[src/rtl/core/latin_grapheme_to_phoneme_unit_macros.svh]
// assertion shorthands shared by the rtl of the grapheme-to-phoneme unit
`ifndef LATIN_GRAPHEME_TO_PHONEME_UNIT_MACROS_SVH
`define LATIN_GRAPHEME_TO_PHONEME_UNIT_MACROS_SVH

// condition must never hold out of reset
`define LGP_ASSERT_NEVER(lbl, ck, rn, cond, msg) \
	lbl: assert property (@(posedge ck) disable iff (!(rn)) !(cond)) else $error(msg);

// antecedent implies consequent in the same cycle
`define LGP_ASSERT_IMPL(lbl, ck, rn, ante, cons, msg) \
	lbl: assert property (@(posedge ck) disable iff (!(rn)) (ante) |-> (cons)) else $error(msg);

`endif

[src/rtl/core/lgp_fifo.sv]
`timescale 1ns / 1ps
`include "latin_grapheme_to_phoneme_unit_macros.svh"
module lgp_fifo #(
	parameter int WIDTH = 8,
	parameter int DEPTH = 4
) (
	input logic clk,
	input logic arst_n,
	input logic push,
	input logic [WIDTH-1:0] wdata,
	output logic full,
	input logic pop,
	output logic [WIDTH-1:0] rdata,
	output logic empty
);
	localparam int AW = (DEPTH > 1) ? $clog2(DEPTH) : 1;
	localparam int CW = $clog2(DEPTH + 1);

	logic [WIDTH-1:0] mem_q [DEPTH];
	logic [AW-1:0] wr_q, rd_q;
	logic [CW-1:0] cnt_q;
	logic do_push, do_pop;

	assign full = (cnt_q == CW'(DEPTH));
	assign empty = (cnt_q == '0);
	assign do_push = push && !full;
	assign do_pop = pop && !empty;
	assign rdata = mem_q[rd_q];

	always_ff @(posedge clk) begin
		if (do_push) mem_q[wr_q] <= wdata;
	end

	always_ff @(posedge clk or negedge arst_n) begin
		if (!arst_n) begin
			wr_q <= '0;
			rd_q <= '0;
			cnt_q <= '0;
		end else begin
			if (do_push) wr_q <= (wr_q == AW'(DEPTH - 1)) ? '0 : wr_q + 1'b1;
			if (do_pop) rd_q <= (rd_q == AW'(DEPTH - 1)) ? '0 : rd_q + 1'b1;
			case ({do_push, do_pop})
				2'b10: cnt_q <= cnt_q + 1'b1;
				2'b01: cnt_q <= cnt_q - 1'b1;
				default: cnt_q <= cnt_q;
			endcase
		end
	end

	`LGP_ASSERT_NEVER(a_no_overflow, clk, arst_n, push && full, "push into full queue")
	`LGP_ASSERT_NEVER(a_no_underflow, clk, arst_n, pop && empty, "pop from empty queue")
	`LGP_ASSERT_IMPL(a_cnt_bound, clk, arst_n, 1'b1, cnt_q <= CW'(DEPTH), "fill count too big")
endmodule

[config.mk]
export PLATFORM = sky130hd
export DESIGN_NAME = lgp_fifo
export DESIGN_NICKNAME = d
export VERILOG_FILES = /design/src/rtl/core/lgp_fifo.sv
export VERILOG_INCLUDE_DIRS = /design/src /design/src/rtl/core
export SDC_FILE = /design/constraint.sdc
export NUM_CORES = 1
export LEC_CHECK = 0
export BUFFER_PORTS_ARGS = -buffer_cell sky130_fd_sc_hd__buf_4
export CORE_MARGIN = 2
export CORE_UTILIZATION = 49
export CTS_CLUSTER_DIAMETER = 150
export CTS_CLUSTER_SIZE = 30
export DETAILED_ROUTE_END_ITERATION = 16
export PLACE_DENSITY = 0.7
export SYNTH_ARGS = -nofsm -noshare
export SYNTH_HDL_FRONTEND = slang
export SYNTH_SLANG_ARGS = --single-unit
[constraint.sdc]
create_clock -name clk -period 2.7 [get_ports clk]
set_input_delay 0.135 -clock clk [delete_from_list [all_inputs] [get_ports clk]]
set_output_delay 0.135 -clock clk [all_outputs]
set_load 0.01 [all_outputs]
==> results of run 1 <==
==> layout by cell type (no fill, tap or decap), types with 2 or more instances in the layout <==
cell           Yosys  layout
mux2_2             2       2
mux4_2             8       8
and3_2             4       4
dlygate4sd3_1      0       9
nor2_1             3       3
edfxtp_1          32      32
dfrtp_1            7       7
inv_1              8       8
buf_4              0      21
mux2_4             2       2
xor2_1             2       2
clkbuf_4           0       5
ha_1               6       6
==> kinds of logic after synthesis <==
group / share of synthesized area, %
flip-flops: 70.5
multiplexers: 15.1
AND/OR/NAND/NOR: 4.50
buffers and inverters: 2.41
adder cells (fa/ha/maj): 5.90
XOR/XNOR: 1.63
==> critical path: stages, from the launching register on <==
cell     delay, ps
dfrtp_1        430
or3b_4         430
and2_4         190
inv_1           60
ha_1           170
inv_1           60
fa_1           370
xor2_1         150
nor2_1         110
xor2_1         160
==> how the worst max path moves through the flow <==
| stage | start | endpoint | slack (ps) |
|---|---|---|---|
| 5_1_grt | cnt_q[0] | cnt_q[2] | 380 |
| 4_1_cts | cnt_q[0] | cnt_q[2] | 500 |
| 3_5_place_dp | cnt_q[0] | cnt_q[2] | 500 |
| 6_report | cnt_q[0] | cnt_q[2] | 510 |
| 2_1_floorplan | cnt_q[0] | cnt_q[2] | 630 |
| 3_3_place_gp | cnt_q[0] | cnt_q[2] | 590 |
==> final cells by class <==
class,count,area [um^2]
fill,248,1110
inverter,8,30.0
tap,44,55.1
clock inverter,2,35.0
timing repair buffer,30,248
multi-input combinational,34,437
clock buffer,6,51.3
sequential,39,1140
==> registers in the layout (all words and copies together), names as in the netlist <==
name	count
mem_q	32
rd_q	2
wr_q	2
cnt_q	3
==> metrics by stage <==
stage	std cells	power, uW	setup slack, ps
after global placement	146	1620	586
after detailed placement	146	1650	500
after CTS	163	2070	497
final	163	2030	506
after floorplan	83	1390	631
after global routing	163	2170	376
==> power breakdown <==
| part | total, uW | internal [uW] | switching [uW] | leakage (uW) |
|---|---|---|---|---|
| Combinational | 686 | 404 | 283 | 0.000368 |
| Sequential | 948 | 813 | 135 | 0.000375 |
| Clock | 397 | 219 | 178 | 0.0000482 |
| Total | 2030 | 1440 | 596 | 0.000791 |
==> routing by layer <==
| metal | global-route usage, % | up-vias | wire [um] |
|---|---|---|---|
| met5 | 0 | - | 0 |
| met4 | 5.47 | 0 | 10 |
| met3 | 6.93 | 2 | 105 |
| met2 | 24.2 | 19 | 1250 |
| met1 | 19.9 | 408 | 1070 |
| li1 | - | 380 | - |
==> timing repair <==
action	4_1_cts	5_1_grt
hold endpoints to repair	39	0
gates resized for setup	0	0
hold buffers	9	0
buffers inserted	0	0
==> results.py, run 1 <==
metrics = {
    "cells_and_area": {
        "syn_to_final_growth_pct": 23.6,
        "nets": 137,
        "antenna_cells": 0,
        "utilization_pct": 64.2,
        "final_area_mm2": 0.00199,
        "layout-drive-gt1-share_pct": 39.5,
    },
    "floorplanning": {
        "die_area_mm2": 0.00376,
        "core_mm2": 0.00310,
        "die_x_um": 61.4,
        "fp.dieH_um": 61.4,
        "start_util_pct": 51.9,
        "row_count": 20,
        "ioPinCount": 22,
    },
    "timing": {
        "rsz0062_at_grt": "no",
        "slew_viol_final": 0,
        "hold_violations": 0,
        "post-route-period-util_pct": 81.3,
        "period_minus_slack_ps": 2190,
        "worst_pin_slew_ps": 617,
        "timing.fmax_ghz": 0.456,
        "finClkSkew_ps": 2.83,
        "setup_viol": 0,
        "hold_slack_ps": 133,
        "slew_headroom_pct": 58.9,
        "fin_setup_tns_ps": 0,
    },
    "synthesis": {
        "synth_edf_count": 32,
        "yosysUniqueCellTypes": 19,
        "synth_top_area_cell": "edfxtp_1",
        "synth-seq-cells": 39,
        "syn_avg_cell_area_um2": 19.4,
        "yosysSeqAreaShare_pct": 70.5,
        "synth_top_area_share_pct": 59.6,
        "synth.area.top_cells": "edfxtp_1, mux4_2, dfrtp_1, ha_1, and3_2",
        "ys.flop_type": "edfxtp_1",
        "async_flop_share_pct": 17.9,
        "syn-cell-area_mm2": 0.00161,
        "ys_warn_count": 0,
        "synth_most_common_cell": "edfxtp_1",
        "synth.net_count": 102,
        "synth_commonest_cells": "edfxtp_1, inv_1, mux4_2",
        "syn_inst": 83,
    },
    "critical_path": {
        "r2r_end": "cnt_q[2]",
        "startpoint_type": "register",
        "arrival_ps": 2460,
        "worstSetupPathType": "reg2reg",
        "required_ps": 2960,
        "cp_max_fo": 6,
        "timing.rr.start": "cnt_q[0]",
        "rr_worst_depth": 9,
        "r2r_slack_ps": 510,
        "setup.worst_path.end_class": "register",
    },
    "global_routing": {
        "grt_pass1_vias": 831,
        "grt_pass1_wl_mm": 3.88,
        "overflow": 0,
        "antenna_found_initial": 0,
        "grt_max_degree": 13,
        "grt_usage_pct": 15.7,
    },
    "cts": {
        "clkSinkCount": 39,
        "clk_pin_slew_ps": 110,
        "cts_tree": "done",
        "cts_max_level": 2,
        "clock_latency_ps": 330,
        "root_buffer": "clkbuf_4",
        "cts.path.max_buffers": 2,
        "cts_buffers": 5,
    },
    "routing": {
        "dr.pass1.iters": 6,
        "viasPerCell": 4.96,
        "drtIter0Drc": 19,
        "postRouteAntennaNets": 0,
        "routedWlPerCell_um": 14.9,
        "drc": 0,
        "wirelength_mm": 2.44,
        "vias": 809,
    },
    "power_and_ir_drop": {
        "vdd_drop_max_uv": 549,
        "p_leak_uw": 0.000791,
        "p_per_area_mw_per_mm2": 1020,
    },
    "job": {
        "maxCapViolCount": 0,
    },
    "placement": {
        "place_area_mm2": 0.00182,
        "place_congestion": 0.770,
        "portBuffers": 21,
        "dp_hpwl_mm": 1.66,
    },
    "outcome": {
        "status": "finished clean",
    },
    "worst_hold_path": {
        "min_path_type": "in2async",
    },
}
Power figures use the tool's default switching activity.
==> run 2: changes to the inputs <==
- PLACE_DENSITY: 0.7 -> 0.72
- clock period: 2.7 -> 1.8 ns (I/O delays scaled with it)
==> results.py, run 2 (same netlist as run 1, synthesis figures left out) <==
metrics = {
    "floorplanning": {
        "fp.dieH_um": 61.4,
        "die_x_um": 61.4,
        "start_util_pct": 51.9,
        "core_mm2": 0.00310,
        "die_area_mm2": 0.00376,
        "row_count": 20,
        "ioPinCount": 22,
    },
    "critical_path": {
        "rr_worst_depth": 9,
        "required_ps": 2060,
        "startpoint_type": "register",
        "cp_max_fo": 2,
        "timing.rr.start": "cnt_q[1]",
        "setup.worst_path.end": "cnt_q[2]",
        "r2r_end": "cnt_q[2]",
        "worstSetupPathType": "reg2reg",
        "crit_start": "cnt_q[1]",
        "r2r_slack_ps": -150,
        "setup.worst_path.end_class": "register",
        "arrival_ps": 2210,
    },
    "timing": {
        "slew_viol_final": 0,
        "rsz0062_at_grt": "yes",
        "period_minus_slack_ps": 1950,
        "post-route-period-util_pct": 108,
        "worst_pin_slew_ps": 386,
        "fin_setup_tns_ps": -191,
        "setup_viol": 2,
        "fin_ws_ps": -152,
        "timing.fmax_ghz": 0.512,
        "hold_slack_ps": 84.8,
        "finClkSkew_ps": 14.0,
        "slew_headroom_pct": 74.2,
        "hold_violations": 0,
    },
    "placement": {
        "portBuffers": 21,
        "dp_hpwl_mm": 1.88,
        "place_congestion": 0.667,
    },
    "power_and_ir_drop": {
        "vdd_drop_max_uv": 867,
        "p_per_area_mw_per_mm2": 1530,
        "p_leak_uw": 0.000822,
        "totalPowerFinal_uw": 3160,
    },
    "routing": {
        "drtIter0Drc": 17,
        "routedWlPerCell_um": 15.9,
        "postRouteAntennaNets": 0,
        "vias": 854,
        "wirelength_mm": 2.72,
        "viasPerCell": 4.99,
        "dr.pass1.iters": 4,
        "drc": 0,
    },
    "cells_and_area": {
        "antenna_cells": 0,
        "multiInputGateArea_um2": 464,
        "final_cell_mix": "edfxtp_1, buf_4, dlygate4sd3_1",
        "nets": 145,
        "syn_to_final_growth_pct": 28.4,
        "regMostFlops": "mem_q",
        "layout-drive-gt1-share_pct": 47.2,
        "reg_top3": "mem_q (32), cnt_q (3)",
        "n_fill_cell": 241,
        "layout.cells.most_common": "edfxtp_1",
        "register_area_mm2": 0.00114,
        "largest_register_ffs": 32,
    },
    "outcome": {
        "status": "finished with violations",
        "failed_checks": "setup timing",
    },
    "cts": {
        "clkSinkCount": 39,
        "cts.path.max_buffers": 2,
        "root_buffer": "clkbuf_4",
        "post-cts-setup-buffer-count": 0,
        "cts_buffers": 5,
        "cts_tree": "done",
        "cts_max_level": 2,
        "clk_pin_slew_ps": 110,
        "clock_latency_ps": 340,
    },
    "global_routing": {
        "overflow": 0,
        "grt_max_degree": 13,
        "grt_pass1_vias": 901,
        "grt_pass1_wl_mm": 4.22,
        "antenna_found_initial": 0,
        "grt_usage_pct": 16.7,
    },
    "worst_hold_path": {
        "min_path_type": "in2async",
    },
    "job": {
        "maxCapViolCount": 0,
    },
}
-- run 2: repair_timing --
action                                 CTS  global route
endpoints found under the hold margin   39             0
hold buffers                             9             0
gates cloned                             0             0
setup endpoints to repair               10             2
gates resized for setup                  2             1
pin swaps                                3             0
-- run 2: worst min path at each step --
| stage | to | slack (ps) | depth (start not counted) |
|---|---|---|---|
| after floorplan | cnt_q[0] | -210 | 0 |
| after detailed placement | rd_q[0] | -90 | 1 |
| after CTS | wr_q[0] | 80 | 2 |
| after global routing | wr_q[0] | 100 | 2 |
| after global placement | cnt_q[2] | -90 | 1 |
| final | wr_q[0] | 80 | 2 |
-- run 2: per-stage QoR --
| stage | area, um^2 | worst slack (ps) | cells | util, % |
|---|---|---|---|---|
| final | 2070 | -152 | 171 | 66.7 |
| after global routing | 2070 | -222 | 171 | 66.7 |
| after CTS | 2060 | -162 | 171 | 66.5 |
| after detailed placement | 1890 | -174 | 154 | 60.9 |
| after global placement | 1890 | -113 | 154 | 60.9 |
| after floorplan | 1630 | -161 | 83 | - |
-- run 2: final cells by class --
type,count,share of cell area (%)
tap,44,2.66
inverter,8,1.45
clock inverter,1,1.45
clock buffer,7,2.18
sequential,39,55.0
multi-input combinational,34,22.4
timing repair buffer,38,14.9
-- run 2: power breakdown --
part	leakage, uW	internal [uW]	switching (uW)	total, uW
Sequential	0.000374	1220	172	1400
Combinational	0.000408	715	489	1200
Clock	0.0000395	295	265	559
-- run 2: critical path, stage by stage (launching register included) --
cell     delay (ps)
dfrtp_1         390
or3b_4          390
and2_4          150
inv_2            60
ha_4            130
inv_2            40
fa_2            330
xor2_1          150
nor2_1          110
xor2_1          150
-- run 2: routing by layer --
layer / wire length [um] / global-route usage (%) / part of all wire (%)
met1: 1060 / 19.7 / 39
met4: 21 / 8.21 / 0.77
met3: 115 / 3.78 / 4.2
met5: 0 / 0 / 0
met2: 1530 / 28.9 / 56
