[src/rtl/core/latin_grapheme_to_phoneme_unit_macros.svh]
// assertion shorthands shared by the rtl of the grapheme-to-phoneme unit
`ifndef LATIN_GRAPHEME_TO_PHONEME_UNIT_MACROS_SVH
`define LATIN_GRAPHEME_TO_PHONEME_UNIT_MACROS_SVH

// condition must never hold out of reset
`define LGP_ASSERT_NEVER(lbl, ck, rn, cond, msg) \
	lbl: assert property (@(posedge ck) disable iff (!(rn)) !(cond)) else $error(msg);

// antecedent implies consequent in the same cycle
`define LGP_ASSERT_IMPL(lbl, ck, rn, ante, cons, msg) \
	lbl: assert property (@(posedge ck) disable iff (!(rn)) (ante) |-> (cons)) else $error(msg);

`endif

[src/rtl/core/lgp_pkg.sv]
`timescale 1ns / 1ps
package lgp_pkg;

	localparam int LGP_LOOKAHEAD = 3;
	localparam int LGP_QUEUE_DEPTH = 4;
	localparam int LGP_OUT_DEPTH = 4;

	localparam logic [1:0] LGP_LANG_FR = 2'd1;
	localparam logic [1:0] LGP_LANG_PT = 2'd2;

	localparam logic [9:0] LGP_PH_TAP = 10'h27E;
	localparam logic [9:0] LGP_PH_ESH = 10'h283;
	localparam logic [9:0] LGP_PH_LJ = 10'h28E;
	localparam logic [9:0] LGP_PH_NJ = 10'h272;
	localparam logic [9:0] LGP_PH_UVR = 10'h281;
	localparam logic [9:0] LGP_PH_EZH = 10'h292;
	localparam logic [9:0] LGP_PH_ONAS = 10'h0F5;
	localparam logic [9:0] LGP_PH_ANAS = 10'h0E3;
	localparam logic [9:0] LGP_PH_OSL = 10'h0F8;
	localparam logic [9:0] LGP_PH_SPACE = 10'h020;

	typedef enum logic [2:0] {
		LGP_K_LETTER,
		LGP_K_PUNCT,
		LGP_K_OPEN,
		LGP_K_DROP,
		LGP_K_EOT
	} lgp_kind_t;

	typedef struct packed {
		lgp_kind_t kind;
		logic [12:0] val;
	} lgp_item_t;

	typedef struct packed {
		logic [20:0] codepoint;
		logic end_of_text;
	} lgp_in_t;

	typedef struct packed {
		logic [9:0] phoneme;
		logic text_end;
		logic last_of_run;
	} lgp_out_t;

	typedef struct packed {
		logic [1:0] language;
	} lgp_cfg_t;

	// outcome of one window step: up to two phonemes, two marks a digraph
	typedef struct packed {
		logic [1:0] n;
		logic [9:0] p0;
		logic [9:0] p1;
		logic two;
	} lgp_rule_t;

	function automatic logic lgp_is_vowel(input logic [12:0] c);
		case (c) inside
			13'h061, 13'h065, 13'h069, 13'h06F, 13'h075, 13'h079,
			13'h0E0, 13'h0E1, 13'h0E2, 13'h0E3, 13'h0E8, 13'h0E9,
			13'h0EA, 13'h0EC, 13'h0ED, 13'h0EE, 13'h0F2, 13'h0F3,
			13'h0F4, 13'h0F5, 13'h0F9, 13'h0FA, 13'h0FB, 13'h0FC,
			13'h0E6, 13'h0F8, 13'h153, 13'h129, 13'h1EBD: return 1'b1;
			default: return 1'b0;
		endcase
	endfunction

	function automatic logic lgp_is_front(input logic [12:0] c);
		case (c) inside
			13'h065, 13'h069, 13'h079, 13'h0E9, 13'h0EA, 13'h0E8,
			13'h0ED, 13'h0EE, 13'h0EF: return 1'b1;
			default: return 1'b0;
		endcase
	endfunction

	function automatic lgp_rule_t lgp_r1(input logic [9:0] a, input logic dg);
		lgp_rule_t r;
		r = '0;
		r.n = 2'd1;
		r.p0 = a;
		r.two = dg;
		return r;
	endfunction

	function automatic lgp_rule_t lgp_r2(input logic [9:0] a, input logic [9:0] b,
			input logic dg);
		lgp_rule_t r;
		r = '0;
		r.n = 2'd2;
		r.p0 = a;
		r.p1 = b;
		r.two = dg;
		return r;
	endfunction

	function automatic lgp_rule_t lgp_rule_es(input logic [12:0] c, input logic [12:0] n1,
			input logic [12:0] n2, input logic start, input logic last);
		lgp_rule_t r;
		r = '0;
		if (c == 13'h063 && n1 == 13'h068) r = lgp_r2(10'h074, LGP_PH_ESH, 1'b1);
		else if (c == 13'h06C && n1 == 13'h06C) r = lgp_r1(LGP_PH_LJ, 1'b1);
		else if (c == 13'h072 && n1 == 13'h072) r = lgp_r1(10'h072, 1'b1);
		else if (c == 13'h071 && n1 == 13'h075) r = lgp_r1(10'h06B, 1'b1);
		else if (c == 13'h067 && n1 == 13'h075 && lgp_is_front(n2))
			r = lgp_r1(10'h067, 1'b1);
		else begin
			case (c) inside
				13'h061, 13'h0E1: r = lgp_r1(10'h061, 1'b0);
				13'h065, 13'h0E9: r = lgp_r1(10'h065, 1'b0);
				13'h069, 13'h0ED: r = lgp_r1(10'h069, 1'b0);
				13'h06F, 13'h0F3: r = lgp_r1(10'h06F, 1'b0);
				13'h075, 13'h0FA, 13'h0FC: r = lgp_r1(10'h075, 1'b0);
				13'h062, 13'h076: r = lgp_r1(10'h062, 1'b0);
				13'h063: r = lgp_r1(lgp_is_front(n1) ? 10'h073 : 10'h06B, 1'b0);
				13'h067: r = lgp_r1(lgp_is_front(n1) ? 10'h078 : 10'h067, 1'b0);
				13'h06A: r = lgp_r1(10'h078, 1'b0);
				13'h064, 13'h066, 13'h06B, 13'h06C, 13'h06D, 13'h06E,
				13'h070, 13'h073, 13'h074, 13'h077: r = lgp_r1(c[9:0], 1'b0);
				13'h0F1: r = lgp_r1(LGP_PH_NJ, 1'b0);
				13'h072: r = lgp_r1(start ? 10'h072 : LGP_PH_TAP, 1'b0);
				13'h078: r = lgp_r2(10'h06B, 10'h073, 1'b0);
				13'h079: r = lgp_r1(last ? 10'h069 : 10'h06A, 1'b0);
				13'h07A: r = lgp_r1(10'h073, 1'b0);
				default: r = '0;
			endcase
		end
		return r;
	endfunction

	function automatic lgp_rule_t lgp_rule_fr(input logic [12:0] c, input logic [12:0] n1,
			input logic [12:0] n2, input logic last, input logic whas,
			input logic [9:0] wlast);
		lgp_rule_t r;
		logic n2_open;
		r = '0;
		n2_open = (n2 == '0) || !lgp_is_vowel(n2);
		if (c == 13'h063 && n1 == 13'h068) r = lgp_r1(LGP_PH_ESH, 1'b1);
		else if (c == 13'h067 && n1 == 13'h06E) r = lgp_r1(LGP_PH_NJ, 1'b1);
		else if (c == 13'h06F && n1 == 13'h075) r = lgp_r1(10'h075, 1'b1);
		else if (c == 13'h06F && n1 == 13'h06E && n2_open) r = lgp_r1(LGP_PH_ONAS, 1'b1);
		else if ((c == 13'h061 || c == 13'h065) && (n1 == 13'h06E || n1 == 13'h06D)
				&& n2_open) r = lgp_r1(LGP_PH_ANAS, 1'b1);
		else if (c == 13'h061 && n1 == 13'h075) r = lgp_r1(10'h06F, 1'b1);
		else if (c == 13'h065 && n1 == 13'h075) r = lgp_r1(LGP_PH_OSL, 1'b1);
		else if (c == 13'h071 && n1 == 13'h075) r = lgp_r1(10'h06B, 1'b1);
		else if (c == 13'h06F && n1 == 13'h069) r = lgp_r2(10'h077, 10'h061, 1'b1);
		else begin
			case (c) inside
				13'h061, 13'h0E0, 13'h0E2: r = lgp_r1(10'h061, 1'b0);
				13'h062, 13'h064, 13'h070, 13'h074, 13'h07A, 13'h06D, 13'h06E:
					if (!last) r = lgp_r1(c[9:0], 1'b0);
				13'h063: r = lgp_r1(lgp_is_front(n1) ? 10'h073 : 10'h06B, 1'b0);
				13'h065, 13'h0E8, 13'h0E9, 13'h0EA, 13'h0EB:
					if (!last) r = lgp_r1(10'h065, 1'b0);
				13'h066, 13'h06B, 13'h06C, 13'h076: r = lgp_r1(c[9:0], 1'b0);
				13'h067: r = lgp_r1(lgp_is_front(n1) ? LGP_PH_EZH : 10'h067, 1'b0);
				13'h069, 13'h0EE, 13'h0EF, 13'h079: r = lgp_r1(10'h069, 1'b0);
				13'h06A: r = lgp_r1(LGP_PH_EZH, 1'b0);
				13'h06F, 13'h0F4, 13'h0F6: r = lgp_r1(10'h06F, 1'b0);
				13'h071: r = lgp_r1(10'h06B, 1'b0);
				13'h072: r = lgp_r1(LGP_PH_UVR, 1'b0);
				13'h073: begin
					// intervocalic s voices
					if (!last) r = lgp_r1((whas && lgp_is_vowel({3'b000, wlast})
						&& lgp_is_vowel(n1)) ? 10'h07A : 10'h073, 1'b0);
				end
				13'h075, 13'h0F9, 13'h0FB, 13'h0FC: r = lgp_r1(10'h079, 1'b0);
				13'h078: if (!last) r = lgp_r2(10'h06B, 10'h073, 1'b0);
				default: r = '0;
			endcase
		end
		return r;
	endfunction

	function automatic lgp_rule_t lgp_rule_pt(input logic [12:0] c, input logic [12:0] n1,
			input logic [12:0] n2, input logic start);
		lgp_rule_t r;
		r = '0;
		if (c == 13'h06C && n1 == 13'h068) r = lgp_r1(LGP_PH_LJ, 1'b1);
		else if (c == 13'h06E && n1 == 13'h068) r = lgp_r1(LGP_PH_NJ, 1'b1);
		else if (c == 13'h063 && n1 == 13'h068) r = lgp_r1(LGP_PH_ESH, 1'b1);
		else if (c == 13'h072 && n1 == 13'h072) r = lgp_r1(LGP_PH_UVR, 1'b1);
		else if (c == 13'h073 && n1 == 13'h073) r = lgp_r1(10'h073, 1'b1);
		else if (c == 13'h071 && n1 == 13'h075) r = lgp_r1(10'h06B, 1'b1);
		else if (c == 13'h067 && n1 == 13'h075 && lgp_is_front(n2))
			r = lgp_r1(10'h067, 1'b1);
		else begin
			case (c) inside
				13'h061, 13'h0E0, 13'h0E1, 13'h0E2: r = lgp_r1(10'h061, 1'b0);
				13'h0E3: r = lgp_r1(LGP_PH_ANAS, 1'b0);
				13'h065, 13'h0E9, 13'h0EA: r = lgp_r1(10'h065, 1'b0);
				13'h069, 13'h0ED: r = lgp_r1(10'h069, 1'b0);
				13'h06F, 13'h0F3, 13'h0F4: r = lgp_r1(10'h06F, 1'b0);
				13'h0F5: r = lgp_r1(LGP_PH_ONAS, 1'b0);
				13'h075, 13'h0FA: r = lgp_r1(10'h075, 1'b0);
				13'h063: r = lgp_r1(lgp_is_front(n1) ? 10'h073 : 10'h06B, 1'b0);
				13'h0E7: r = lgp_r1(10'h073, 1'b0);
				13'h067: r = lgp_r1(lgp_is_front(n1) ? LGP_PH_EZH : 10'h067, 1'b0);
				13'h06A: r = lgp_r1(LGP_PH_EZH, 1'b0);
				13'h062, 13'h064, 13'h066, 13'h06B, 13'h06C, 13'h06D, 13'h06E,
				13'h070, 13'h073, 13'h074, 13'h076, 13'h07A: r = lgp_r1(c[9:0], 1'b0);
				13'h072: r = lgp_r1(start ? LGP_PH_UVR : LGP_PH_TAP, 1'b0);
				13'h078: r = lgp_r1(LGP_PH_ESH, 1'b0);
				default: r = '0;
			endcase
		end
		return r;
	endfunction

	function automatic lgp_rule_t lgp_rule(input logic [1:0] lang, input logic [12:0] c,
			input logic [12:0] n1, input logic [12:0] n2, input logic start,
			input logic last, input logic whas, input logic [9:0] wlast);
		if (lang == LGP_LANG_FR) return lgp_rule_fr(c, n1, n2, last, whas, wlast);
		else if (lang == LGP_LANG_PT) return lgp_rule_pt(c, n1, n2, start);
		else return lgp_rule_es(c, n1, n2, start, last);
	endfunction

endpackage

[src/rtl/core/lgp_back.sv]
`timescale 1ns / 1ps
`include "latin_grapheme_to_phoneme_unit_macros.svh"
module lgp_back (
	input logic clk,
	input logic arst_n,
	input logic [1:0] lang,
	input lgp_pkg::lgp_item_t item,
	input logic item_empty,
	output logic item_pop,
	input logic out_full,
	output logic push,
	output lgp_pkg::lgp_out_t push_data
);
	import lgp_pkg::*;

	localparam logic [2:0] S_IDLE = 3'd0;
	localparam logic [2:0] S_EVAL = 3'd1;
	localparam logic [2:0] S_EMIT = 3'd2;
	localparam logic [2:0] S_TAIL = 3'd3;
	localparam logic [2:0] S_DONE = 3'd4;

	function automatic logic [2:0] next_of(input lgp_kind_t k, input logic [1:0] n);
		if (k == LGP_K_LETTER) return S_DONE;
		else if (n != 2'd0) return S_EVAL;
		else return S_TAIL;
	endfunction

	logic [2:0] state_q, state_d;
	logic [1:0] cnt_q, cnt_d;
	logic start_q, start_d;
	logic [9:0] wlast_q, wlast_d;
	logic whas_q, whas_d;
	logic nsp_q, nsp_d;
	logic seqne_q, seqne_d;
	logic held_vld_q, held_vld_d;
	logic [1:0] idx_q, idx_d;
	logic [1:0] ecnt_q, ecnt_d;
	logic [12:0] win_q [LGP_LOOKAHEAD];
	logic [12:0] win_d [LGP_LOOKAHEAD];
	logic [9:0] e_q [3];
	logic [9:0] e_d [3];
	lgp_kind_t kind_q, kind_d;
	logic [12:0] val_q, val_d;
	logic [9:0] held_ph_q, held_ph_d;
	logic held_end_q, held_end_d;

	logic adv;
	logic [12:0] n1, n2;
	lgp_rule_t rule;
	logic [1:0] cnt_step;
	logic space;
	logic prod_vld, prod_end, fin;
	logic [9:0] prod_ph;

	assign adv = !out_full;

	always_comb begin
		n1 = (cnt_q > 2'd1) ? win_q[1] : '0;
		n2 = (cnt_q > 2'd2) ? win_q[2] : '0;
		rule = lgp_rule(lang, win_q[0], n1, n2, start_q, cnt_q == 2'd1, whas_q, wlast_q);
		cnt_step = cnt_q - (rule.two ? 2'd2 : 2'd1);
		space = (rule.n != 2'd0) && !whas_q && seqne_q && nsp_q;
	end

	always_comb begin
		state_d = state_q;
		cnt_d = cnt_q;
		start_d = start_q;
		wlast_d = wlast_q;
		whas_d = whas_q;
		nsp_d = nsp_q;
		seqne_d = seqne_q;
		idx_d = idx_q;
		ecnt_d = ecnt_q;
		win_d = win_q;
		e_d = e_q;
		kind_d = kind_q;
		val_d = val_q;
		item_pop = 1'b0;
		prod_vld = 1'b0;
		prod_ph = '0;
		prod_end = 1'b0;
		fin = 1'b0;
		if (adv) begin
			unique case (state_q)
				S_IDLE: begin
					if (!item_empty) begin
						item_pop = 1'b1;
						kind_d = item.kind;
						val_d = item.val;
						if (item.kind == LGP_K_LETTER) begin
							win_d[cnt_q] = item.val;
							cnt_d = cnt_q + 2'd1;
							if (cnt_q == 2'(LGP_LOOKAHEAD - 1)) state_d = S_EVAL;
						end else if (cnt_q != 2'd0) begin
							state_d = S_EVAL;
						end else begin
							state_d = S_TAIL;
						end
					end
				end
				S_EVAL: begin
					cnt_d = cnt_step;
					start_d = 1'b0;
					if (rule.two) begin
						win_d[0] = win_q[2];
					end else begin
						win_d[0] = win_q[1];
						win_d[1] = win_q[2];
					end
					if (rule.n != 2'd0) begin
						whas_d = 1'b1;
						seqne_d = 1'b1;
						wlast_d = (rule.n == 2'd2) ? rule.p1 : rule.p0;
					end
					if (space) begin
						e_d[0] = LGP_PH_SPACE;
						e_d[1] = rule.p0;
						e_d[2] = rule.p1;
						ecnt_d = rule.n + 2'd1;
					end else begin
						e_d[0] = rule.p0;
						e_d[1] = rule.p1;
						ecnt_d = rule.n;
					end
					idx_d = '0;
					// word closed: next word starts fresh and wants a space
					if (kind_q != LGP_K_LETTER && cnt_step == 2'd0) begin
						nsp_d = 1'b1;
						whas_d = 1'b0;
						wlast_d = '0;
						start_d = 1'b1;
					end
					if (rule.n != 2'd0) state_d = S_EMIT;
					else state_d = next_of(kind_q, cnt_step);
				end
				S_EMIT: begin
					prod_vld = 1'b1;
					prod_ph = e_q[idx_q];
					idx_d = idx_q + 2'd1;
					if (idx_q == ecnt_q - 2'd1) state_d = next_of(kind_q, cnt_q);
				end
				S_TAIL: begin
					case (kind_q)
						LGP_K_PUNCT: begin
							prod_vld = 1'b1;
							prod_ph = val_q[9:0];
							seqne_d = 1'b1;
							nsp_d = 1'b1;
						end
						LGP_K_OPEN: begin
							prod_vld = 1'b1;
							prod_ph = val_q[9:0];
							seqne_d = 1'b1;
							nsp_d = 1'b0;
						end
						LGP_K_EOT: begin
							prod_vld = 1'b1;
							prod_end = 1'b1;
							cnt_d = '0;
							start_d = 1'b1;
							wlast_d = '0;
							whas_d = 1'b0;
							nsp_d = 1'b0;
							seqne_d = 1'b0;
						end
						default: ;
					endcase
					state_d = S_DONE;
				end
				S_DONE: begin
					fin = 1'b1;
					state_d = S_IDLE;
				end
				default: state_d = S_IDLE;
			endcase
		end
	end

	// one result is held back so the last one of an item can be marked
	always_comb begin
		push = held_vld_q && (prod_vld || fin);
		push_data.phoneme = held_ph_q;
		push_data.text_end = held_end_q;
		push_data.last_of_run = fin;
		held_vld_d = held_vld_q;
		held_ph_d = held_ph_q;
		held_end_d = held_end_q;
		if (prod_vld) begin
			held_vld_d = 1'b1;
			held_ph_d = prod_ph;
			held_end_d = prod_end;
		end else if (fin) begin
			held_vld_d = 1'b0;
		end
	end

	always_ff @(posedge clk) begin
		win_q <= win_d;
		e_q <= e_d;
		kind_q <= kind_d;
		val_q <= val_d;
		held_ph_q <= held_ph_d;
		held_end_q <= held_end_d;
	end

	always_ff @(posedge clk or negedge arst_n) begin
		if (!arst_n) begin
			state_q <= S_IDLE;
			cnt_q <= '0;
			start_q <= 1'b1;
			wlast_q <= '0;
			whas_q <= 1'b0;
			nsp_q <= 1'b0;
			seqne_q <= 1'b0;
			held_vld_q <= 1'b0;
			idx_q <= '0;
			ecnt_q <= '0;
		end else begin
			state_q <= state_d;
			cnt_q <= cnt_d;
			start_q <= start_d;
			wlast_q <= wlast_d;
			whas_q <= whas_d;
			nsp_q <= nsp_d;
			seqne_q <= seqne_d;
			held_vld_q <= held_vld_d;
			idx_q <= idx_d;
			ecnt_q <= ecnt_d;
		end
	end

	`LGP_ASSERT_IMPL(a_idle_no_held, clk, arst_n, state_q == S_IDLE, !held_vld_q, "result held in idle")
	`LGP_ASSERT_IMPL(a_idle_window, clk, arst_n, state_q == S_IDLE, cnt_q != 2'd3, "window full in idle")
	`LGP_ASSERT_IMPL(a_emit_index, clk, arst_n, state_q == S_EMIT, idx_q < ecnt_q, "emit index past list")
endmodule

[config.mk]
export PLATFORM = sky130hd
export DESIGN_NAME = lgp_back
export DESIGN_NICKNAME = d
export VERILOG_FILES = /design/src/rtl/core/lgp_pkg.sv /design/src/rtl/core/lgp_back.sv
export VERILOG_INCLUDE_DIRS = /design/src /design/src/rtl/core
export SDC_FILE = /design/constraint.sdc
export NUM_CORES = 1
export LEC_CHECK = 0
export ABC_AREA = 1
export BUFFER_PORTS_ARGS = -buffer_cell sky130_fd_sc_hd__buf_2
export CORE_MARGIN = 2
export CORE_UTILIZATION = 40
export CTS_CLUSTER_SIZE = 24
export DETAILED_ROUTE_END_ITERATION = 16
export GPL_ROUTABILITY_DRIVEN = 0
export PLACE_DENSITY = 0.66
export SETUP_SLACK_MARGIN = 0.4
export SLEW_MARGIN = 40
export SYNTH_ARGS = -nofsm -noshare
export SYNTH_HDL_FRONTEND = slang
export SYNTH_SLANG_ARGS = --single-unit
[constraint.sdc]
create_clock -name clk -period 3.65 [get_ports clk]
set_input_delay 0 -clock clk [delete_from_list [all_inputs] [get_ports clk]]
set_output_delay 0 -clock clk [all_outputs]
set_load 0.02 [all_outputs]
==> results of run 1 <==
worst paths after layout:
| check | startpoint | end | slack, ns | cells after the start |
|---|---|---|---|---|
| min | out_full | seqne_q | 0.1 | 3 |
| max in group asynchronous | arst_n | cnt_q[1] | 3.05 | 2 |
| max reg2reg | cnt_q[1] | wlast_q[2] | 0.26 | 26 |
| min reg2reg | start_q | start_q | 0.50 | 2 |
| max | cnt_q[1] | wlast_q[2] | 0.26 | 26 |
| min in group asynchronous | arst_n | wlast_q[3] | 0.18 | 2 |
flip-flops by register name (all words and copies together), names as in the netlist:
signal      cells
held_ph_q      10
win_q          39
seqne_q         1
val_q          10
held_end_q      1
held_vld_q      1
idx_q           2
kind_q          3
nsp_q           1
cnt_q           2
state_q         3
whas_q          1
e_q            25
ecnt_q          2
start_q         1
wlast_q        10
cells by family (layout without fill, tap and decap cells):
family | count (synthesis) | in the layout | synth area share
DFF | 112 | 112 | 0.3799
buffers and inverters | 211 | 357 | 0.09742
muxes | 1 | 1 | 0.001172
other | 1 | 2 | 0.0004391
adders and majority gates | 7 | 7 | 0.01025
and+or+nand+nor | 736 | 736 | 0.3810
xor gates and xnor gates | 2 | 2 | 0.002051
AOI/OAI and AO/OA | 188 | 188 | 0.1277
Yosys cell counts (5+ instances only):
master    number  area [sq um]
buf_4          5         37.54
nand3_1      102         510.5
nand3_2        8         80.08
a21oi_1       40         200.2
o211ai_1      11         82.58
buf_2          5         25.02
ha_1           7         87.58
nor2_1       177         664.4
inv_2         13         48.80
o21ai_0       70         350.3
o21ai_1        8         40.04
o22ai_1       20         125.1
nand2_1      333          1250
nand2_2        8         50.05
nor2_4         6         67.56
inv_1        172         645.6
or2_2          6         37.54
a211oi_1       5         37.54
nor4_1         6         37.54
a31oi_1       18         112.6
nor2_2        13         81.33
clkbuf_1      12         45.04
edfxtp_1      88          2643
nor3_1        30         150.1
nand4_1       37         231.5
o31ai_1        7         52.55
dfrtp_1       23         575.6
where the power goes:
part	leakage (nW)	total (mW)	internal (mW)	switching (mW)
Clock	0.140	0.982	0.478	0.504
Sequential	1.11	2.02	1.76	0.260
Combinational	3.82	2.81	0.953	1.85
metal layers:
layer	vias to the layer above	track usage	wire [um]
met2	617	0.4137	13610
met5	-	0	0
met3	163	0.05394	3018
met1	4295	0.3551	12200
li1	4481	-	-
met4	0	0.1193	1789
worst max-delay path, delay by kind of cell (launching register included):
family / cells / cell delay (ns)
simple gates: 14 / 1.22
compound gates: 4 / 0.59
buf+inv: 5 / 0.49
flops: 1 / 0.45
fa+ha+maj: 2 / 0.35
xor+xnor: 1 / 0.15
timing repair:
action | in CTS | in global routing
endpoints found under the setup margin | 51 | 55
buffers inserted | 23 | 26
gates cloned | 0 | 0
endpoints found under the hold margin | 51 | 0
pin swaps | 13 | 26
resized for setup | 59 | 124
hold buffers | 17 | 0
through the flow:
| step | cell area (sq um) | hold WS, ns | setup WS, ns | power, mW |
|---|---|---|---|---|
| global route | 10910 | 0.1178 | 0.04746 | 6.136 |
| floorplan | 8647 | -0.2956 | 0.3886 | 3.558 |
| global placement | 9422 | 0.02640 | 0.008187 | 4.212 |
| CTS | 10260 | 0.08356 | 0.3877 | 5.461 |
| detailed placement | 9424 | 0.02745 | 0.04081 | 4.232 |
| finish | 10910 | 0.09573 | 0.2618 | 5.809 |
final cells by class:
cell class | count | area (sq um) | share of cell area
Clock inverter | 7 | 61.31 | 0.005617
Clock buffer | 9 | 225.2 | 0.02064
Tap cell | 275 | 344.1 | 0.03153
Inverter | 187 | 719.4 | 0.06592
Multi-Input combinational cell | 936 | 5162 | 0.4730
Sequential cell | 112 | 3247 | 0.2975
Timing Repair Buffer | 154 | 1155 | 0.1058
==> results.toml, run 1 <==
[outcome]
status = "finished clean"

[critical_path]
path_class = "register to register"
cpMaxStageDelayCell = "dfrtp_2"
crit_required_ns = 3.89
path_max_fanout = 11
crit_arrival_ns = 3.63
max_stage_delay_ns = 0.45
endpoint_kind = "register"
cp-start-kind = "register"

[layout]
n_antenna_cell = 0
final_cell_mix = "nand2_1, inv_1, nor2_1, buf_4"
finalNonFillerCells = 1680
final_util = 0.5192
areaGrowthSynthToFinish_pct = 27.79
drive_above_1_share = 0.2477
layout_commonest_cell = "nand2_1"
fillers = 1910
fin_nets = 1429

[timing]
worst_pin_slew_ns = 0.7185
fin_crit_ns = 3.388
slew_headroom = 0.5166
skew_ns = 0.01215
fin_tns_setup_ns = 0
setup_violations = 0
hold_viol = 0
maxSlewViolCount = 0
finalCritPeriodShare = 0.9283
rsz0062_at_grt = "true"
timing.fmax_mhz = 295.1

[clock_tree]
cts.path.max_buffers = 2
clkTransAtPathRegs_ns = 0.08
numCtsBuffers = 9
root_buffer = "clkbuf_16"
cts_tree = "yes"
clk_latency_ns = 0.37
htreeDepth = 3
clock-sinks = 112

[synth]
ys_ff_latch = 112
synth.distinct_cells = 48
ys.flop_type = "edfxtp_1"
syn_area_sq_um = 8541
ys_warn_count = 0
ys_seq_area_frac = 0.3799
ys_async_sr_fraction = 0.2143
synth_edf_count = 88
netlist_instances = 1258
avgSynthCellArea_sq_um = 6.789

[detailed_routing]
dr.pass1.iters = 6
routed_via_density = 5.688
wl_per_cell_um = 18.23
drtIter0Drc = 1221
wirelength_mm = 30.63
drc = 0
antenna_left = 0
vias = 9556

[die]
die_w_um = 150.1
ioPinCount = 36
die_area_sq_um = 22540
die_h_um = 150.1
initial_core_util = 0.4063
core_sq_um = 21020
std_cell_rows = 53

[pwr]
leakage_nw = 5.068
powerDensity_nw_per_um2 = 532.3
peakVddDrop_mv = 0.3804

[grt]
groute.usage.overall = 0.2649
grt_overflow = 0
grt_pass1_vias = 8619
antenna_found_initial = 0
grt_max_degree = 25
grt_pass1_wl_mm = 45.89

[place]
post-place-cells = 1598
hpwlAfterDp_mm = 22.89
io_buffers = 35

[flow_run]
maxCapViolCount = 0

[worst_hold_path]
hold_class = "input pin to register"
(Power assumes the default switching activity.)
==> run 2: changes to the inputs <==
--- a/config.mk
+++ b/config.mk
@@ -13,7 +13,7 @@
 export CTS_CLUSTER_SIZE = 24
 export DETAILED_ROUTE_END_ITERATION = 16
 export GPL_ROUTABILITY_DRIVEN = 0
-export PLACE_DENSITY = 0.66
+export HOLD_SLACK_MARGIN = 0.1
 export SETUP_SLACK_MARGIN = 0.4
 export SLEW_MARGIN = 40
 export SYNTH_ARGS = -nofsm -noshare
==> run 2 against run 1 <==
  * Cell area grew 1.0%
  * Total power increased by 0.93%
  * Sequential power about the same
  * Clock skew is 0.00086 ns lower
  * Critical path type unchanged
==> results.toml, run 2 (synthesis gave the netlist of run 1 again) <==
[timing]
setup_violations = 0
fin_tns_setup_ns = 0
fin_crit_ns = 3.488
skew_ns = 0.01129
timing.fmax_mhz = 286.7
finalCritPeriodShare = 0.9556
maxSlewViolCount = 0
worst_pin_slew_ns = 0.6704
hold_viol = 0
rsz0062_at_grt = "true"
slew_headroom = 0.5526
setup_ws_ns = 0.1619

[critical_path]
crit_required_ns = 3.92
cp-start-kind = "register"
endpoint_kind = "register"
critical_path.cell_chain = "buf_6 > nor2_4 > nand2_2 > nor3_2 > o21bai_2 > a21oi_2 > nand2_1 > a21oi_1 > nand3_1 > nand2_1 > nand2_1 > nand3_1 > ha_2 > buf_4 > nand2_2 > nand2_4 > a21oi_4 > buf_4 > buf_6 > o21ai_0"
cp_common_cell = "nand2_1"
path_class = "register to register"
max_stage_delay_ns = 0.58
cpMaxStageDelayCell = "edfxtp_1"
path_max_fanout = 4
crit_arrival_ns = 3.76

[grt]
grt_max_degree = 25
grt_pass1_vias = 8776
grt_pass1_wl_mm = 47.39
grt_overflow = 0
antenna_found_initial = 0
groute.usage.overall = 0.2733

[clock_tree]
htreeDepth = 3
cts.path.max_buffers = 2
clk_latency_ns = 0.37
clkTransAtPathRegs_ns = 0.08
numCtsBuffers = 9
clock-sinks = 112
root_buffer = "clkbuf_16"
cts_tree = "yes"

[detailed_routing]
drtIter0Drc = 1199
wl_met1_mm = 13.21
dr.pass1.iters = 6
wirelength_mm = 30.99
wl_met2_mm = 13.97
top_layer = "met4"
antenna_left = 0
drc = 0
wl_per_cell_um = 18.28
wl_met3_mm = 2.324
vias = 9527
routed_via_density = 5.621

[place]
hpwlAfterDp_mm = 23.44
io_buffers = 35
dp_slack_ns = 0.08069

[layout]
regMostFlops = "win_q"
reg.largest.list = "win_q x39, e_q x25"
layout_commonest_cell = "nand2_1"
areaGrowthSynthToFinish_pct = 29.08
fin_nets = 1444
drive_above_1_share = 0.2592
n_antenna_cell = 0
final_cell_mix = "nand2_1, inv_1, nor2_1, buf_4, nand3_1"
largest_register_ff_count = 39
final_util = 0.5244

[die]
initial_core_util = 0.4063
core_sq_um = 21020
std_cell_rows = 53
ioPinCount = 36
die_w_um = 150.1
die_area_sq_um = 22540
die_h_um = 150.1

[pwr]
peakVddDrop_mv = 0.3206
powerDensity_nw_per_um2 = 531.9
leakage_nw = 5.089

[worst_hold_path]
hold_class = "input pin to register"

[flow_run]
maxCapViolCount = 0

[outcome]
status = "finished clean"
## run 2: repair_timing
item,in CTS,in global routing
buffers inserted,21,23
hold buffers,18,0
gates cloned,0,2
pin swaps,16,24
setup endpoints to repair,52,53
resized for setup,56,139
hold endpoints to repair,60,0
## run 2: final timing paths
check	cells after the start	from	slack [ns]	endpoint
worst max-delay path	20	win_q[29]	0.16	whas_q
worst min-delay path	3	item_empty	0.16	val_q[7]
worst max register to register	20	win_q[29]	0.16	whas_q
worst min register to register	2	start_q	0.49	start_q
max in group asynchronous	2	arst_n	3.02	cnt_q[0]
min in group asynchronous	2	arst_n	0.17	wlast_q[6]
## run 2: through the flow
step | cell area (sq um) | hold WS, ns | power (mW) | cells
after floorplan | 8647 | -0.2956 | 3.558 | 1259
after global placement | 9554 | 0.04265 | 4.242 | 1615
after detailed placement | 9557 | 0.04846 | 4.260 | 1615
after CTS | 10400 | 0.1602 | 5.466 | 1670
after global routing | 11020 | 0.1813 | 6.215 | 1695
final | 11020 | 0.1627 | 5.864 | 1695
## run 2: area by class of cell
type | instances | area, sq um
fill | 2046 | 9997
multi-input combinational | 936 | 5107
sequential | 112 | 3247
timing repair buffer | 168 | 1289
inverter | 187 | 726.9
tap | 275 | 344.1
clock buffer | 9 | 225.2
clock inverter | 7 | 77.57
timing repair inverter | 1 | 7.507
## run 2: critical path, delay by kind of cell (launching register included)
kind            cells  cell delay (ns)
compound gates      5             1.06
flops               1             0.58
simple gates       10             0.95
fa+ha+maj           1             0.23
buf+inv             4             0.58
## run 2: layer usage
layer | global-route usage | vias up
met5 | 0 | -
met4 | 0.1179 | 0
met3 | 0.04364 | 120
met2 | 0.4260 | 488
met1 | 0.3766 | 4395
li1 | - | 4524
## run 2: where the power goes
group / internal (mW) / total (mW) / switching (mW)
Sequential: 1.76 / 2.04 / 0.280
Clock: 0.488 / 1.01 / 0.520
Combinational: 0.983 / 2.81 / 1.83
